## src/rtl/uttc_pkg.sv

```systemverilog
`timescale 1ns / 1ps
// Package for the Unix time to calendar converter.
// Holds the division reciprocals, calendar constants and the month start table.
// No dependencies.
package uttc_pkg;

  // Register stages in the converter pipeline.
  localparam int unsigned STAGES = 6;

  // Seconds to days: ts / 86400 = (ts >> 7) / 675, done as a reciprocal multiply.
  localparam int unsigned DAY_PRE_SHIFT = 7;
  localparam int unsigned DAY_SHIFT = 35;
  localparam logic [25:0] DAY_RECIP = 26'd50903317;
  localparam logic [16:0] SECS_PER_DAY = 17'd86400;

  // Day numbers of 2000-01-01 and 2100-01-01 counted from 1970-01-01.
  localparam logic [15:0] DAY_2000 = 16'd10957;
  localparam logic [15:0] DAY_2100 = 16'd47482;

  // Four-year blocks inside 2000..2099.
  localparam int unsigned QUAD_SHIFT = 26;
  localparam logic [15:0] QUAD_RECIP = 16'd45934;
  localparam logic [10:0] DAYS_PER_QUAD = 11'd1461;
  localparam logic [10:0] QUAD_YEAR1 = 11'd366;
  localparam logic [10:0] QUAD_YEAR2 = 11'd731;
  localparam logic [10:0] QUAD_YEAR3 = 11'd1096;

  // Weekday: 1970-01-01 was a Thursday.
  localparam int unsigned WEEK_SHIFT = 19;
  localparam logic [16:0] WEEK_RECIP = 17'd74899;
  localparam logic [2:0] DAYS_PER_WEEK = 3'd7;
  localparam logic [15:0] WEEK_OFFSET = 16'd3;

  // Seconds of day to hours: (sod >> 4) / 225.
  localparam int unsigned HOUR_PRE_SHIFT = 4;
  localparam int unsigned HOUR_SHIFT = 21;
  localparam logic [13:0] HOUR_RECIP = 14'd9321;
  localparam logic [11:0] SECS_PER_HOUR = 12'd3600;

  // Seconds of hour to minutes: (rem >> 2) / 15.
  localparam int unsigned MIN_PRE_SHIFT = 2;
  localparam int unsigned MIN_SHIFT = 14;
  localparam logic [10:0] MIN_RECIP = 11'd1093;
  localparam logic [5:0] SECS_PER_MIN = 6'd60;

  localparam int unsigned MONTHS = 12;

  typedef struct packed {
    logic [8:0] doy;   // zero-based day of year
    logic       leap;
  } doy_t;

  // Zero-based day of year on which a month (zero-based index) starts.
  function automatic logic [8:0] month_start(input logic [3:0] idx, input logic leap);
    logic [8:0] base;
    unique case (idx)
      4'd0:    base = 9'd0;
      4'd1:    base = 9'd31;
      4'd2:    base = 9'd59;
      4'd3:    base = 9'd90;
      4'd4:    base = 9'd120;
      4'd5:    base = 9'd151;
      4'd6:    base = 9'd181;
      4'd7:    base = 9'd212;
      4'd8:    base = 9'd243;
      4'd9:    base = 9'd273;
      4'd10:   base = 9'd304;
      4'd11:   base = 9'd334;
      default: base = 9'd0;
    endcase
    if (leap && idx >= 4'd2) begin
      base = base + 9'd1;
    end
    return base;
  endfunction

endpackage

```

## src/rtl/uttc_month.sv

```systemverilog
`timescale 1ns / 1ps
// Day of year to month and day of month, January based.
// Depends on uttc_pkg for the month start table.
module uttc_month (
  input  uttc_pkg::doy_t doy_in,
  output logic [3:0]     month,
  output logic [4:0]     day_of_month
);
  import uttc_pkg::*;

  logic [3:0] idx;
  logic [8:0] start;
  logic [8:0] offset;

  // Count the month starts at or below the day; the eleven compares run in parallel.
  always_comb begin
    idx = 4'd0;
    for (int i = 1; i < MONTHS; i++) begin
      idx = idx + 4'(doy_in.doy >= month_start(4'(i), doy_in.leap));
    end
  end

  assign start = month_start(idx, doy_in.leap);
  assign offset = doy_in.doy - start + 9'd1;
  assign month = idx + 4'd1;
  assign day_of_month = offset[4:0];

endmodule

```

## src/rtl/unix_time_to_calendar.sv

```systemverilog
`timescale 1ns / 1ps
// Six-stage converter from a 32-bit Unix timestamp to a 2000..2099 calendar date and time.
// Depends on uttc_pkg and uttc_month.
//
// Each beat on the input carries one timestamp and yields exactly one result beat. The
// pipeline takes a new timestamp every cycle unless a stalled output has backed it up; it
// has six register stages, each holding about one reciprocal multiply and one subtract,
// and each stage holds its item only while the stage after it is full and stalled, so
// bubbles close up. Years outside 2000..2099 give status 1 with every other field zero.
// Weekday is 1 for Monday through 7 for Sunday.
module unix_time_to_calendar (
  input  logic        clk,
  input  logic        rst,
  input  logic        in_valid,
  output logic        in_ready,
  input  logic [31:0] unix_seconds,
  output logic        out_valid,
  input  logic        out_ready,
  output logic [6:0]  year_offset,
  output logic [3:0]  month,
  output logic [4:0]  day_of_month,
  output logic [4:0]  hours,
  output logic [5:0]  minutes,
  output logic [5:0]  seconds,
  output logic [2:0]  weekday,
  output logic        status
);
  import uttc_pkg::*;

  logic [STAGES-1:0] vld;
  logic [STAGES-1:0] rdy;

  always_comb begin
    rdy[STAGES-1] = !vld[STAGES-1] || out_ready;
    for (int i = STAGES - 2; i >= 0; i--) begin
      rdy[i] = !vld[i] || rdy[i+1];
    end
  end

  assign in_ready = rdy[0];
  assign out_valid = vld[STAGES-1];

  always_ff @(posedge clk) begin
    if (rst) begin
      vld <= '0;
    end else begin
      if (rdy[0]) begin
        vld[0] <= in_valid;
      end
      for (int i = 1; i < STAGES; i++) begin
        if (rdy[i]) begin
          vld[i] <= vld[i-1];
        end
      end
    end
  end

  // Stage 1: whole days.
  logic [24:0] ts_pre;
  logic [50:0] day_prod;
  logic [31:0] s1_ts;
  logic [15:0] s1_days;

  assign ts_pre = unix_seconds[31:DAY_PRE_SHIFT];
  assign day_prod = 51'(ts_pre) * 51'(DAY_RECIP);

  always_ff @(posedge clk) begin
    if (rdy[0]) begin
      s1_ts <= unix_seconds;
      s1_days <= day_prod[DAY_SHIFT+15:DAY_SHIFT];
    end
  end

  // Stage 2: seconds of day, range check, offsets for the date and weekday.
  logic [32:0] sod_prod;
  logic [31:0] sod_full;
  logic [16:0] s2_sod;
  logic [15:0] s2_d;
  logic [15:0] s2_x7;
  logic        s2_status;

  assign sod_prod = 33'(s1_days) * 33'(SECS_PER_DAY);
  assign sod_full = s1_ts - sod_prod[31:0];

  always_ff @(posedge clk) begin
    if (rdy[1]) begin
      s2_sod <= sod_full[16:0];
      s2_d <= s1_days - DAY_2000;
      s2_x7 <= s1_days + WEEK_OFFSET;
      s2_status <= (s1_days < DAY_2000) || (s1_days >= DAY_2100);
    end
  end

  // Stage 3: quotients by 1461, 7 and 3600.
  logic [31:0] quad_prod;
  logic [32:0] week_prod;
  logic [12:0] sod_pre;
  logic [25:0] hour_prod;
  logic [15:0] s3_d;
  logic [5:0]  s3_q4;
  logic [15:0] s3_x7;
  logic [13:0] s3_qw;
  logic [16:0] s3_sod;
  logic [4:0]  s3_hours;
  logic        s3_status;

  assign quad_prod = 32'(s2_d) * 32'(QUAD_RECIP);
  assign week_prod = 33'(s2_x7) * 33'(WEEK_RECIP);
  assign sod_pre = s2_sod[16:HOUR_PRE_SHIFT];
  assign hour_prod = 26'(sod_pre) * 26'(HOUR_RECIP);

  always_ff @(posedge clk) begin
    if (rdy[2]) begin
      s3_d <= s2_d;
      s3_q4 <= quad_prod[QUAD_SHIFT+5:QUAD_SHIFT];
      s3_x7 <= s2_x7;
      s3_qw <= week_prod[WEEK_SHIFT+13:WEEK_SHIFT];
      s3_sod <= s2_sod;
      s3_hours <= hour_prod[HOUR_SHIFT+4:HOUR_SHIFT];
      s3_status <= s2_status;
    end
  end

  // Stage 4: remainders.
  logic [16:0] quad_back;
  logic [15:0] quad_rem;
  logic [16:0] week_back;
  logic [15:0] week_rem;
  logic [16:0] hour_back;
  logic [16:0] hour_rem;
  logic [10:0] s4_r;
  logic [4:0]  s4_q4;
  logic [2:0]  s4_wd;
  logic [4:0]  s4_hours;
  logic [11:0] s4_hrem;
  logic        s4_status;

  assign quad_back = 17'(s3_q4) * 17'(DAYS_PER_QUAD);
  assign quad_rem = s3_d - quad_back[15:0];
  assign week_back = 17'(s3_qw) * 17'(DAYS_PER_WEEK);
  assign week_rem = s3_x7 - week_back[15:0];
  assign hour_back = 17'(s3_hours) * 17'(SECS_PER_HOUR);
  assign hour_rem = s3_sod - hour_back;

  always_ff @(posedge clk) begin
    if (rdy[3]) begin
      s4_r <= quad_rem[10:0];
      s4_q4 <= s3_q4[4:0];
      s4_wd <= week_rem[2:0];
      s4_hours <= s3_hours;
      s4_hrem <= hour_rem[11:0];
      s4_status <= s3_status;
    end
  end

  // Stage 5: year within the four-year block (the first one is the leap year), minutes.
  logic [1:0]  yib;
  logic [10:0] year_start;
  logic [10:0] doy_full;
  logic [9:0]  hrem_pre;
  logic [19:0] min_prod;
  logic [6:0]  s5_year;
  doy_t        s5_doy;
  logic [2:0]  s5_wd;
  logic [4:0]  s5_hours;
  logic [11:0] s5_hrem;
  logic [5:0]  s5_minutes;
  logic        s5_status;

  always_comb begin
    priority if (s4_r < QUAD_YEAR1) begin
      yib = 2'd0;
      year_start = 11'd0;
    end else if (s4_r < QUAD_YEAR2) begin
      yib = 2'd1;
      year_start = QUAD_YEAR1;
    end else if (s4_r < QUAD_YEAR3) begin
      yib = 2'd2;
      year_start = QUAD_YEAR2;
    end else begin
      yib = 2'd3;
      year_start = QUAD_YEAR3;
    end
  end

  assign doy_full = s4_r - year_start;
  assign hrem_pre = s4_hrem[11:MIN_PRE_SHIFT];
  assign min_prod = 20'(hrem_pre) * 20'(MIN_RECIP);

  always_ff @(posedge clk) begin
    if (rdy[4]) begin
      s5_year <= {s4_q4, yib};
      s5_doy.doy <= doy_full[8:0];
      s5_doy.leap <= (yib == 2'd0);
      s5_wd <= s4_wd;
      s5_hours <= s4_hours;
      s5_hrem <= s4_hrem;
      s5_minutes <= min_prod[MIN_SHIFT+5:MIN_SHIFT];
      s5_status <= s4_status;
    end
  end

  // Stage 6: month, day and seconds into the output register.
  logic [3:0]  cal_month;
  logic [4:0]  cal_day;
  logic [11:0] min_back;
  logic [11:0] sec_rem;

  uttc_month u_month (
    .doy_in       (s5_doy),
    .month        (cal_month),
    .day_of_month (cal_day)
  );

  assign min_back = 12'(s5_minutes) * 12'(SECS_PER_MIN);
  assign sec_rem = s5_hrem - min_back;

  always_ff @(posedge clk) begin
    if (rdy[5]) begin
      status <= s5_status;
      if (s5_status) begin
        year_offset <= '0;
        month <= '0;
        day_of_month <= '0;
        hours <= '0;
        minutes <= '0;
        seconds <= '0;
        weekday <= '0;
      end else begin
        year_offset <= s5_year;
        month <= cal_month;
        day_of_month <= cal_day;
        hours <= s5_hours;
        minutes <= s5_minutes;
        seconds <= sec_rem[5:0];
        weekday <= s5_wd + 3'd1;
      end
    end
  end

  // An empty output register lets the whole ready chain open.
  a_empty_out_ready : assert property (@(posedge clk) disable iff (rst)
    !out_valid |-> in_ready)
    else $error("input stalled while the output register is empty");

  a_date_range : assert property (@(posedge clk) disable iff (rst)
    out_valid && !status |-> month >= 4'd1 && month <= 4'd12 &&
      day_of_month >= 5'd1 && year_offset <= 7'd99)
    else $error("calendar date out of range");

  a_time_range : assert property (@(posedge clk) disable iff (rst)
    out_valid && !status |-> hours <= 5'd23 && minutes <= 6'd59 && seconds <= 6'd59)
    else $error("time of day out of range");

  a_weekday : assert property (@(posedge clk) disable iff (rst)
    out_valid && !status |-> weekday != 3'd0)
    else $error("weekday zero on an in-range result");

  a_status_zero : assert property (@(posedge clk) disable iff (rst)
    out_valid && status |-> month == 4'd0 && weekday == 3'd0 && day_of_month == 5'd0)
    else $error("out-of-range result carries a date");

endmodule

```

## config.mk

```make
export PLATFORM = sky130hd
export DESIGN_NAME = unix_time_to_calendar
export DESIGN_NICKNAME = d
export VERILOG_FILES = /design/src/rtl/uttc_pkg.sv /design/src/rtl/uttc_month.sv /design/src/rtl/unix_time_to_calendar.sv
export SDC_FILE = /design/constraint.sdc
export NUM_CORES = 2
export LEC_CHECK = 0
export BUFFER_PORTS_ARGS = -buffer_cell sky130_fd_sc_hd__buf_4
export CORE_MARGIN = 1.5
export CORE_UTILIZATION = 39
export DETAILED_ROUTE_END_ITERATION = 8
export GPL_TIMING_DRIVEN = 1
export PLACE_DENSITY = 0.63
export REMOVE_ABC_BUFFERS = 1
export SYNTH_ARGS = -nofsm -noshare
export SYNTH_HDL_FRONTEND = slang
export SYNTH_SLANG_ARGS = --single-unit
```

## constraint.sdc

```tcl
create_clock -name clk -period 8.7 [get_ports clk]
set_clock_uncertainty 0.05 [all_clocks]
set_input_delay 0 -clock clk [delete_from_list [all_inputs] [get_ports clk]]
set_output_delay 0 -clock clk [all_outputs]
set_load 0.005 [all_outputs]
```

==> results_tabular.tex <==
\begin{tabular}{lr}
\hline
Metric & Value \\
\hline
\multicolumn{2}{l}{\textbf{Setup path}} \\
\quad Delay of the slowest cell on the worst path & 0.58 ns \\
\quad Depth of the worst register-to-register path & 30 \\
\quad Logic depth of the worst setup path including buffers & 30 \\
\quad Data arrival time at the worst-slack endpoint & 7.58 ns \\
\quad Crit path max-delay family & adder cells \\
\quad Flop2flop setup slack & $\sim$1.3 ns \\
\quad Number of buffers and inverters on the critical path & 5 \\
\quad Critical register-to-register path endpoint & day\_of\_month[4]\$\_SDFFCE\_PP0P\_ \\
\quad Data required, critical path & approximately 8.9 ns \\
\quad Critical path fanouts, max & 8 \\
\quad Crit path capture type & flop \\
\quad Element type at the critical path start & flop \\
\quad Critical setup path kind & reg -> reg \\
\quad Cell type of the slowest stage on the worst timing path & sky130\_fd\_sc\_hd\_\_fa\_1 \\
\quad Reg-to-reg critical path startpoint & s5\_doy[0]\$\_DFFE\_PP\_ \\
\multicolumn{2}{l}{\textbf{Timing}} \\
\quad Achievable frequency & 0.136 GHz \\
\quad Actual transition at the worst max-transition pin & between 0.9 and 1 ns \\
\quad Number of hold violations in the final report & 0 \\
\quad Worst slew slack as a fraction of its limit & between 30\% and 40\% \\
\quad Time the final worst path needs with I/O delays and setup & approximately 7.4 ns \\
\quad Slew Viols, Final & 0 \\
\quad Post-Route Setup TNS & 0 ns \\
\quad Unrepaired setup endpoints after global routing & false \\
\quad Final period util & 84.5\% \\
\quad Setup ws final & approximately 1.3 ns \\
\quad Setup-failing EPs final & 0 \\
\multicolumn{2}{l}{\textbf{Min path}} \\
\quad Count of cells along the worst hold path & 2 \\
\quad Min-Delay Endpoint & s1\_ts[4]\$\_DFFE\_PP\_ \\
\quad Hold/Removal Path Class & in -> reg \\
\quad Launch point of the worst hold path & unix\_seconds[4] \\
\multicolumn{2}{l}{\textbf{Synthesis}} \\
\quad Seq/Total Area, Yosys & approximately 23\% \\
\quad XOR/XNOR Fraction of Synth Area & $\sim$4.4\% \\
\quad Synthesized-area fraction occupied by adder cells & 54.3\% \\
\quad Synthesis warning total & 0 \\
\quad Async SR Flop Fraction & 0\% \\
\quad Largest family of logic cells by synthesized area & adder cells \\
\quad Number of distinct library cells after synthesis & 60 \\
\quad Area of the mapped netlist & between 30,000 and 40,000 um2 \\
\quad Post-synthesis compound-gate area fraction & approximately 5.5\% \\
\quad Synthesized area per cell & $\sim$11 um2 \\
\quad Flop and latch count out of synthesis & between 200 and 250 \\
\quad Number of synthesized flops with an enable pin & about 230 \\
\quad Post-Synth Simple-Gate Area & between 3 and 4\% \\
\quad Portion of netlist area occupied by mux cells & less than 1\% \\
\quad Mapped Cells & roughly 2,800 \\
\quad Prevailing post-synth register cell & sky130\_fd\_sc\_hd\_\_edfxtp\_1 \\
\multicolumn{2}{l}{\textbf{Floorplanning}} \\
\quad Total Die Area & 81,300 um2 \\
\quad Num ports & between 70 and 80 \\
\quad Y dimension of the die & 285 um \\
\quad Die X-Extent & 285 um \\
\quad Area inside the core boundary & slightly below 80,000 um2 \\
\quad Number of placement rows & 103 \\
\quad Starting utilization of the core area & about two fifths \\
\multicolumn{2}{l}{\textbf{Clock network}} \\
\quad Maximum number of buffers from clock root to sink & 3 \\
\quad Number of clock sinks & roughly 240 \\
\quad H-tree depth reported by CTS & 1 \\
\quad Number of buffers inserted to repair setup after CTS & 0 \\
\quad PostCTS Resize Cnt & 0 \\
\quad Insertion delay of the later-clocked pin in the worst-skew pair & 0.53 ns \\
\quad Root buffer cell & sky130\_fd\_sc\_hd\_\_clkbuf\_16 \\
\quad \# hold bufs at CTS & 20 \\
\quad Num CTS Buffers & 26 \\
\quad Clock-pin slew reported for the worst setup and hold paths after clock tree synthesis & around 0.06 ns \\
\quad CTS tree & built \\
\multicolumn{2}{l}{\textbf{Global routing}} \\
\quad Met3 routing resource usage after global routing & around 1.3\% \\
\quad Most utilized layer in the global route result & met2 \\
\quad Global-route usage over all layers & 14.7\% \\
\quad Total overflow reported by the global router & 0 \\
\quad Antenna violations before repair & 0 \\
\quad Via count of the first global-routing pass & approximately 20,000 \\
\quad Met1 usage in global routing & between 10\% and 20\% \\
\quad First-pass GRT wire length & about 98 mm \\
\quad Largest net degree at the start of global routing & between 40 and 50 \\
\quad Met2 layer usage reported by global route & 26.8\% \\
\multicolumn{2}{l}{\textbf{Finish}} \\
\quad Post-synthesis to final-layout area growth & 9.36\% \\
\quad Fraction of layout instances using a drive strength above 1 & 4.83\% \\
\quad Number of antenna diodes & 0 \\
\quad Final nets & $\sim$4,000 \\
\multicolumn{2}{l}{\textbf{Placement}} \\
\quad Post-detail-place hpwl & 48.9 mm \\
\quad Worst slack, placed & approximately 1.3 ns \\
\quad Final RePlAce weighted congestion & approximately 0.85 \\
\quad IO buf count & 74 \\
\multicolumn{2}{l}{\textbf{Routing}} \\
\quad Via total after detailed routing & $\sim$18,000 \\
\quad Post-detailed-route count of antenna-violating nets & 0 \\
\quad Total wire length after detailed routing & 57.0 mm \\
\quad DRC violations left & 0 \\
\quad Via count normalized by instance count & $\sim$4.6 \\
\quad Wire length per cell after detailed routing & 14.4 um \\
\quad Number of DRC markers after the initial detailed-route iteration & 546 \\
\quad Number of detailed-route iterations in the first pass & 5 \\
\multicolumn{2}{l}{\textbf{Flow run}} \\
\quad Count of max-cap constraint violations & 0 \\
\multicolumn{2}{l}{\textbf{Run status}} \\
\quad Status & completed \\
\hline
\end{tabular}
## metal layers
metal	wire length [um]	vias to the layer above
met5	0	-
met4	1020	0
met3	1530	61
met2	28300	201
met1	26100	8893
li1	-	9174
## flip-flops by register name, summed over array words and instances (netlist names), 7 cells and up
register / flops
s3_sod: 12
s5_year: 7
s2_d: 16
s1_ts: 17
s1_days: 16
year_offset: 7
s3_d: 11
s4_hrem: 12
s2_sod: 17
s5_doy: 10
s4_r: 11
s2_x7: 12
## Yosys cell counts (all sizes together) (3+ instances only)
library cell    n  area, um2
nand4          11       75.1
ha            720       9010
xor2           45        394
xnor2         110        963
nand2          57        214
a21o           32        240
o21ai          50        265
nor2           55        206
o21a           14        105
o31ai           3       27.5
nor3           17       85.1
o21bai         26        199
nand2b         13       81.3
a211o           3       26.3
and2            4       25.0
a2111oi         3       32.5
nor2b          39        244
or2             4       25.0
and3           10       62.6
nor4            3       18.8
a31oi           8       50.1
fa            391       7830
nand3          24        120
edfxtp        229       6880
o211ai          5       37.5
clkbuf         23       86.3
dfxtp           6        120
a41oi           4       42.6
a211oi         11       92.6
o31a            6       52.6
a21oi          82        414
inv           742       2790
## cells in the final DEF (no fill, tap or decap), types with 4 or more instances in the layout
cell type | Yosys | final
sky130_fd_sc_hd__inv_1 | 742 | 742
sky130_fd_sc_hd__ha_1 | 720 | 720
sky130_fd_sc_hd__fa_1 | 391 | 391
sky130_fd_sc_hd__edfxtp_1 | 229 | 229
sky130_fd_sc_hd__xnor2_1 | 110 | 110
sky130_fd_sc_hd__a21oi_1 | 81 | 81
sky130_fd_sc_hd__buf_4 | 0 | 80
sky130_fd_sc_hd__nand2_1 | 57 | 56
sky130_fd_sc_hd__nor2_1 | 55 | 55
sky130_fd_sc_hd__o21ai_0 | 48 | 48
sky130_fd_sc_hd__xor2_1 | 45 | 45
sky130_fd_sc_hd__nor2b_1 | 39 | 39
sky130_fd_sc_hd__a21o_1 | 32 | 32
sky130_fd_sc_hd__clkbuf_16 | 0 | 27
sky130_fd_sc_hd__o21bai_1 | 25 | 25
sky130_fd_sc_hd__nand3_1 | 24 | 23
sky130_fd_sc_hd__dlygate4sd3_1 | 0 | 20
sky130_fd_sc_hd__nor3_1 | 17 | 17
sky130_fd_sc_hd__o21a_1 | 14 | 14
sky130_fd_sc_hd__nand2b_1 | 13 | 13
sky130_fd_sc_hd__and3_1 | 10 | 10
sky130_fd_sc_hd__nand4_1 | 10 | 10
sky130_fd_sc_hd__a211oi_1 | 9 | 9
sky130_fd_sc_hd__a31oi_1 | 8 | 8
sky130_fd_sc_hd__clkinv_1 | 0 | 7
sky130_fd_sc_hd__o31a_1 | 6 | 6
sky130_fd_sc_hd__dfxtp_1 | 6 | 6
sky130_fd_sc_hd__o211ai_1 | 5 | 5
sky130_fd_sc_hd__or2_2 | 4 | 4
sky130_fd_sc_hd__and2_1 | 4 | 4
sky130_fd_sc_hd__inv_6 | 0 | 4
## layout make-up
cell class                      count  area, um2
Fill cell                        7436      44900
Multi-Input combinational cell   1775      21200
Sequential cell                   235       7000
Inverter                          742       2790
Tap cell                         1050       1310
Timing Repair Buffer              100        801
Clock buffer                       27        676
Clock inverter                     21        199
## kinds of logic (layout without fill, tap and decap cells)
family | count (synthesis) | in the layout
DFF | 235 | 235
AOI/OAI and AO/OA | 262 | 262
adders and majority gates | 1111 | 1111
xor gates and xnor gates | 155 | 155
muxes | 1 | 1
and+or+nand+nor | 246 | 246
buffers and inverters | 766 | 890
## per-stage QoR
stage,area (um2),utilization (%),instances,hold WS (ns)
CTS,33900,43.0,3950,0.111
finish,33900,43.0,3950,0.140
global route,33900,43.0,3950,0.118
floorplan,30900,-,2752,0.0191
detailed placement,32900,41.7,3882,0.130
global placement,32900,41.7,3882,0.130
## worst max-delay path by stage
| stage | slack (ns) | endpoint | startpoint |
|---|---|---|---|
| 6_report | 1.35 | day_of_month[4]$_SDFFCE_PP0P_ | s5_doy[0]$_DFFE_PP_ |
| 5_1_grt | 0.89 | day_of_month[4]$_SDFFCE_PP0P_ | s5_doy[0]$_DFFE_PP_ |
| 4_1_cts | 1.32 | day_of_month[4]$_SDFFCE_PP0P_ | s5_doy[0]$_DFFE_PP_ |
| 3_5_place_dp | 1.33 | day_of_month[4]$_SDFFCE_PP0P_ | s5_doy[0]$_DFFE_PP_ |
| 3_3_place_gp | 1.42 | day_of_month[4]$_SDFFCE_PP0P_ | s5_doy[0]$_DFFE_PP_ |
| 2_1_floorplan | 1.72 | day_of_month[4]$_SDFFCE_PP0P_ | s5_doy[0]$_DFFE_PP_ |
Power is not shown: default switching activity piles up to over one toggle a cycle in this logic, so the estimate is an artifact.
